### src/sv/sli_pkg.sv
// Shared types and constants for the sorted literal intersection block.
// Used by the interfaces, the controller, the datapath and the top level.
`default_nettype none

package sli_pkg;

    localparam int LIT_W = 32;

    typedef logic signed [LIT_W-1:0] t_lit;

    // Request codes carried in req_type.
    typedef enum logic [1:0] {
        REQ_LOAD_FIRST  = 2'd0,
        REQ_LOAD_SECOND = 2'd1,
        REQ_RUN         = 2'd2
    } t_req;

    typedef enum logic [1:0] {
        S_IDLE,
        S_MERGE,
        S_FINAL
    } t_state;

    // Controller to datapath.
    typedef struct packed {
        logic load_first;
        logic load_second;
        logic step;
        logic finish;
    } t_dp_cmd;

    // Datapath to controller.
    typedef struct packed {
        logic done;
        logic stall;
        logic out_free;
    } t_dp_stat;

endpackage

`default_nettype wire

### src/sv/sli_ctrl.sv
// Controller state machine for the intersection block: accepts requests,
// sequences the merge and the final result. Depends on sli_pkg.
`default_nettype none

module sli_ctrl (
    input  wire logic              i_clk,
    input  wire logic              i_rst_n,
    input  wire logic              i_in_valid,
    input  wire logic [1:0]        i_req_type,
    output logic                   o_in_ready,
    input  wire sli_pkg::t_dp_stat i_stat,
    output sli_pkg::t_dp_cmd       o_cmd
);

    sli_pkg::t_state r_state;
    sli_pkg::t_state n_state;
    sli_pkg::t_req   req;

    assign req = sli_pkg::t_req'(i_req_type);

    always_ff @(posedge i_clk) begin
        if (!i_rst_n) begin
            r_state <= sli_pkg::S_IDLE;
        end else begin
            r_state <= n_state;
        end
    end

    always_comb begin
        n_state    = r_state;
        o_in_ready = 1'b0;
        o_cmd      = '0;
        case (r_state)
            sli_pkg::S_IDLE: begin
                o_in_ready = 1'b1;
                if (i_in_valid) begin
                    case (req)
                        sli_pkg::REQ_LOAD_FIRST:  o_cmd.load_first  = 1'b1;
                        sli_pkg::REQ_LOAD_SECOND: o_cmd.load_second = 1'b1;
                        sli_pkg::REQ_RUN:         n_state = sli_pkg::S_MERGE;
                        default:                  n_state = sli_pkg::S_IDLE;
                    endcase
                end
            end
            sli_pkg::S_MERGE: begin
                if (i_stat.done) begin
                    n_state = sli_pkg::S_FINAL;
                end else if (!i_stat.stall) begin
                    o_cmd.step = 1'b1;
                end
            end
            sli_pkg::S_FINAL: begin
                if (i_stat.out_free) begin
                    o_cmd.finish = 1'b1;
                    n_state      = sli_pkg::S_IDLE;
                end
            end
            default: n_state = sli_pkg::S_IDLE;
        endcase
    end

endmodule

`default_nettype wire

### config.mk
export PLATFORM = sky130hd
export DESIGN_NAME = sli_ctrl
export DESIGN_NICKNAME = d
export VERILOG_FILES = /design/src/sv/sli_pkg.sv /design/src/sv/sli_ctrl.sv
export SDC_FILE = /design/constraint.sdc
export NUM_CORES = 1
export LEC_CHECK = 0
export BUFFER_PORTS_ARGS = -buffer_cell sky130_fd_sc_hd__buf_4
export CAP_MARGIN = 20
export CORE_AREA = 2 2 39 41
export DETAILED_ROUTE_END_ITERATION = 6
export DIE_AREA = 0 0 41 43
export PLACE_DENSITY_LB_ADDON = 0.08
export SYNTH_ARGS = -nofsm -noshare
export SYNTH_HDL_FRONTEND = slang
export SYNTH_SLANG_ARGS = --single-unit
export TNS_END_PERCENT = 100
### constraint.sdc
create_clock -name i_clk -period 1.5 [get_ports i_clk]
set_clock_uncertainty 0.15 [all_clocks]
set_input_delay 0.225 -clock i_clk [delete_from_list [all_inputs] [get_ports i_clk]]
set_output_delay 0.225 -clock i_clk [all_outputs]
set_load 0.01 [all_outputs]
==> results.yml, run 1 <==
die:
  rows: 14
  die_h_microns: 43
  start_util: 0.0958
  fp.coreArea_sq_um: 1380
  die_w_microns: 41
  pin_count: 13
  dieArea_sq_um: 1760
sta:
  grt_setup_unrepaired: "no"
  fin_crit_ns: 1.41
  setup-tns-final_ns: 0
  slew-limit-headroom: 0.833
  finalCritPeriodShare: 0.943
  max_freq_mhz: 707
  report.final.slew_viol_count: 0
  setup_viol: 0
  worstMarginPinSlew_ns: 0.247
  hold_viol: 0
synth:
  synth-edff-count: 0
  synthDistinctLibCells: 12
  synth-seq-cells: 2
  yosysSeqAreaShare: 0.302
  synth-compound-area-share: 0.0943
  synth_commonest_cells: "dfxtp_1, nand2b_1, nor2_1"
  synthesis.nets: 23
  synth_cells: 15
  synthesis.area_sq_um: 133
  synthTopCellsByArea: "dfxtp_1, nand2b_1, nand4bb_1, and4b_1, nor4bb_1"
  synthAdderAreaFrac: 0
  synthMuxAreaShare: 0
  synth_warnings: 0
  synth_top_family_by_area: "simple AND/OR/NAND/NOR gates"
  async_flop_share: 0
  synth_ff_type: "dfxtp_1"
  syn_area_per_cell_sq_um: 8.84
  yosys.area.top_type: "dfxtp_1"
  synth_top_area_share: 0.302
  yosys.area_share.simple: 0.604
  yosys.area_share.xor_xnor: 0
outcome:
  outcome: "complete, no violations"
pwr:
  power.total_mw: 0.220
  ir_drop_v: 0.000114
  p_per_area_nw_per_um2: 740
  power.leakage_nw: 0.136
layout:
  largest_reg_flops: 2
  nets: 41
  reg.largest.list: "r_state (2)"
  synthToLayoutAreaGrowth_pct: 125
  drive_gt1_frac: 0.645
  utilization: 0.215
  regMostFlops: "r_state"
  diodes: 0
global_route:
  overflow: 0
  grt_pass1_wl_microns: 676
  antenna_found_initial: 0
  gr-usage-all-layers: 0.0591
  grt_pass1_vias: 181
  grt_start_max_net_pins: 8
clocking:
  cts_tree: "done"
  cts_root_buf: "clkbuf_4"
  numCtsBuffers: 3
  clkLatencyLatePin_ns: 0.22
  path_clk_slew_ns: 0.03
  clock_path_buffers: 2
  h-tree-depth: 1
  postCtsHoldBufs: 0
  clock-sinks: 2
hold_path:
  worst_hold_path_type: "primary input to register"
  min_from: "i_rst_n"
worst_setup_path:
  cp_max_fo: 6
  path_buf_inv: 1
  crit_type: "register to output pin"
  timing.rr.start: "r_state[1]"
  required_ns: 1.12
  crit_start: "r_state[1]"
  cp_top_family: "flip-flops"
  start_kind: "register"
  crit_arrival_ns: 1.04
  worst_path_max_delay_cell: "dfxtp_2"
  end_kind: "output pin"
  cpPeakStageDelay_ns: 0.34
  worstPathCellList: "nor4b_1 -> buf_4"
route:
  initialDrtViolationCount: 1
  vias: 177
  wire_per_inst_microns: 9.28
  drt_wl_total_microns: 436
  drt-pass1-iter-count: 2
  antenna_left: 0
  drcViolationCount: 0
  viasPerCell: 3.77
placement:
  gp_congestion: 0.634
  portBuffers: 12
job:
  cap_violations: 0
==> power breakdown <==
group | internal [mW] | leakage, nW | total (mW) | switching [mW]
Sequential | 0.0555 | 0.0172 | 0.0587 | 0.00319
Clock | 0.0883 | 0.0138 | 0.119 | 0.0310
Combinational | 0.0283 | 0.105 | 0.0424 | 0.0142
==> final cells by class <==
| cell class | count | area (sq um) |
|---|---|---|
| Multi-Input combinational cell | 13 | 115 |
| Fill cell | 152 | 1090 |
| Sequential cell | 2 | 42.5 |
| Clock buffer | 3 | 22.5 |
| Timing Repair Buffer | 13 | 97.6 |
| Tap cell | 16 | 20.0 |
==> layout by cell type, fill, tap and decap left out <==
cell / instances
buf_4: 13
clkbuf_4: 3
nand2b_1: 2
dfxtp_2: 2
nor2_4: 1
and4b_1: 1
nor4b_1: 1
nand2_1: 1
nor2_1: 1
nor4bb_4: 1
or3b_1: 1
nand3b_1: 1
a21boi_1: 1
nand4bb_1: 1
a21oi_1: 1
==> final timing paths <==
check | depth (start not counted) | slack (ns) | endpoint
max | 2 | 0.09 | o_cmd[1]
min | 3 | 0.10 | r_state[0]
max reg2reg | 2 | 0.40 | r_state[1]
min reg2reg | 2 | 0.37 | r_state[0]
==> layer usage <==
layer,vias to the layer above,global-route usage,part of all wire
li1,89,-,-
met3,0,0.00524,0.076
met1,80,0.0573,0.40
met2,8,0.0875,0.52
met4,0,0.0800,0
met5,-,0,0
==> kinds of logic (layout without fill, tap and decap cells) <==
| kind of cell | count (synthesis) | in the layout |
|---|---|---|
| AOI/OAI and AO/OA | 2 | 2 |
| buffers and inverters | 0 | 16 |
| DFF | 2 | 2 |
| and+or+nand+nor | 11 | 11 |
==> tightest hold or removal path: stages <==
cell	delay, ns
buf_4	0.11
nand2b_1	0.06
a21oi_1	0.04
==> timing repair <==
action,in CTS,in global routing
pin swaps,1,0
setup buffers,1,0
resized for setup,4,2
endpoints found under the setup margin,2,1
==> stage by stage <==
step	setup WS (ns)	area, sq um	std cells	hold WS [ns]
2_1_floorplan	0.138	133	15	0.204
3_3_place_gp	0.231	243	43	0.346
3_5_place_dp	0.176	243	43	0.341
4_1_cts	0.0150	284	47	0.0962
5_1_grt	0.0236	298	47	0.109
6_report	0.0863	298	47	0.101
No activity file was read; power rests on OpenSTA's default activity.
==> run 2: changes to the inputs <==
--- a/config.mk
+++ b/config.mk
@@ -11,6 +11,7 @@
 export DETAILED_ROUTE_END_ITERATION = 6
 export DIE_AREA = 0 0 41 43
 export PLACE_DENSITY_LB_ADDON = 0.08
+export SETUP_SLACK_MARGIN = 0.1
 export SYNTH_ARGS = -nofsm -noshare
 export SYNTH_HDL_FRONTEND = slang
 export SYNTH_SLANG_ARGS = --single-unit
==> run 2 against run 1 <==
  * Total power did not move
  * Clock-buffer cell count did not move
  * Setup slack did not move
  * Highest routed layer unchanged
  * Maximum frequency did not move
  * Critical path depth did not move
  * Utilization did not move
  * Routed wire length did not move
  * First-iteration DRC count did not move
==> results.yml, run 2 (same netlist as run 1, synthesis figures left out) <==
sta:
  grt_setup_unrepaired: "yes"
  slew-limit-headroom: 0.833
  finalCritPeriodShare: 0.943
  hold_viol: 0
  fin_ws_ns: 0.0863
  setup-tns-final_ns: 0
  fin_crit_ns: 1.41
  max_freq_mhz: 707
  setup_viol: 0
  report.final.slew_viol_count: 0
  worstMarginPinSlew_ns: 0.247
layout:
  finalNonFillerCells: 47
  regMostFlops: "r_state"
  nets: 41
  utilization: 0.215
  largest_reg_flops: 2
  layout_common_cells: "buf_4, clkbuf_4, nand2b_1, dfxtp_2"
  diodes: 0
  drive_gt1_frac: 0.645
  fillers: 152
  mostFrequentLayoutCell: "buf_4"
  synthToLayoutAreaGrowth_pct: 125
  multi_input_area_sq_um: 115
  reg.largest.list: "r_state (2)"
  seq_area_sq_um: 42.5
pwr:
  swShare: 0.219
  ir_drop_v: 0.000114
  p_clk_frac: 0.541
  p_switching_mw: 0.0483
  internal_power_mw: 0.172
  power.leakage_nw: 0.136
  p_comb_frac: 0.192
  p_per_area_nw_per_um2: 740
  seqPwrFrac: 0.266
hold_path:
  holdPathStages: 3
  worst_hold_path_type: "primary input to register"
  min_from: "i_rst_n"
  min_to: "r_state[0]"
global_route:
  antenna_found_initial: 0
  grt_pass1_wl_microns: 690
  use_met2: 0.0875
  grt_pass1_vias: 182
  overflow: 0
  grt_start_max_net_pins: 8
  use_met3: 0.00524
  gr-usage-all-layers: 0.0601
  use_met1: 0.0605
  top_usage_layer: "met2"
worst_setup_path:
  cp_max_fo: 6
  r2r_end: "r_state[1]"
  required_ns: 1.12
  start_kind: "register"
  timing.rr.start: "r_state[1]"
  worstPathCellList: "nor4b_1 -> buf_4"
  end_kind: "output pin"
  cpPeakStageDelay_ns: 0.34
  crit_arrival_ns: 1.04
  rr_worst_depth: 2
  worst_path_max_delay_cell: "dfxtp_2"
  crit_type: "register to output pin"
  r2r_slack_ns: 0.40
route:
  drcViolationCount: 0
  initialDrtViolationCount: 1
  viasPerCell: 3.77
  vias: 177
  drt_wl_total_microns: 436
  drt-pass1-iter-count: 2
  antenna_left: 0
  wire_per_inst_microns: 9.28
die:
  pin_count: 13
  rows: 14
  die_h_microns: 43
  dieArea_sq_um: 1760
  start_util: 0.0958
  die_w_microns: 41
  fp.coreArea_sq_um: 1380
clocking:
  numCtsBuffers: 3
  h-tree-depth: 1
  clkLatencyLatePin_ns: 0.22
  path_clk_slew_ns: 0.03
  clock-sinks: 2
  clock_path_buffers: 2
  cts_root_buf: "clkbuf_4"
  cts_tree: "done"
  postCtsHoldBufs: 0
outcome:
  outcome: "complete, no violations"
placement:
  gp_congestion: 0.634
  place_inst: 43
  portBuffers: 12
  post-place-ws_ns: 0.176
job:
  cap_violations: 0
run 2: cell counts in the layout (fill, tap and decap cells not counted):
Identical to the previous run, type by type.
run 2: worst max-delay path by stage:
stage | startpoint | endpoint | slack (ns) | cells after the start
floorplan | r_state[0] | o_cmd[3] | 0.14 | 2
global placement | r_state[0] | o_cmd[3] | 0.23 | 3
detailed placement | r_state[0] | o_cmd[3] | 0.18 | 3
CTS | r_state[1] | o_cmd[3] | 0.06 | 3
global route | r_state[1] | o_cmd[3] | 0.02 | 3
finish | r_state[1] | o_cmd[1] | 0.09 | 2
run 2: per-layer routing:
| metal | share of wire | wire, microns |
|---|---|---|
| met5 | 0 | 0 |
| met4 | 0 | 0 |
| met3 | 0.076 | 33 |
| met2 | 0.52 | 228 |
| met1 | 0.40 | 174 |
run 2: worst max-delay path, delay by kind of cell (launching register included):
kind | cells | cell delay (ns)
flops | 1 | 0.34
buf+inv | 1 | 0.17
simple gates | 1 | 0.30
run 2: power by group through the flow:
stage	Clock (mW)	Combinational (mW)	Sequential [mW]
after floorplan	0	0.0113	0.0574
after global placement	0	0.0348	0.0584
after detailed placement	0	0.0353	0.0584
after CTS	0.128	0.0430	0.0588
after global routing	0.127	0.0461	0.0591
final	0.119	0.0424	0.0587
run 2: timing repair:
item | CTS | global route
pin swaps | 1 | 0
setup endpoints to repair | 3 | 3
buffers inserted | 1 | 0
gates resized for setup | 6 | 0
run 2: layout make-up:
cell class / count / area share
Sequential cell: 2 / 0.143
Timing Repair Buffer: 13 / 0.328
Multi-Input combinational cell: 13 / 0.387
Clock buffer: 3 / 0.0756
Tap cell: 16 / 0.0672
run 2: per-stage QoR:
| step | total power, mW | hold slack [ns] | area [sq um] |
|---|---|---|---|
| 6_report | 0.220 | 0.101 | 298 |
| 5_1_grt | 0.232 | 0.109 | 298 |
| 4_1_cts | 0.230 | 0.0963 | 298 |
| 3_5_place_dp | 0.0936 | 0.341 | 243 |
| 3_3_place_gp | 0.0932 | 0.346 | 243 |
| 2_1_floorplan | 0.0687 | 0.204 | 133 |
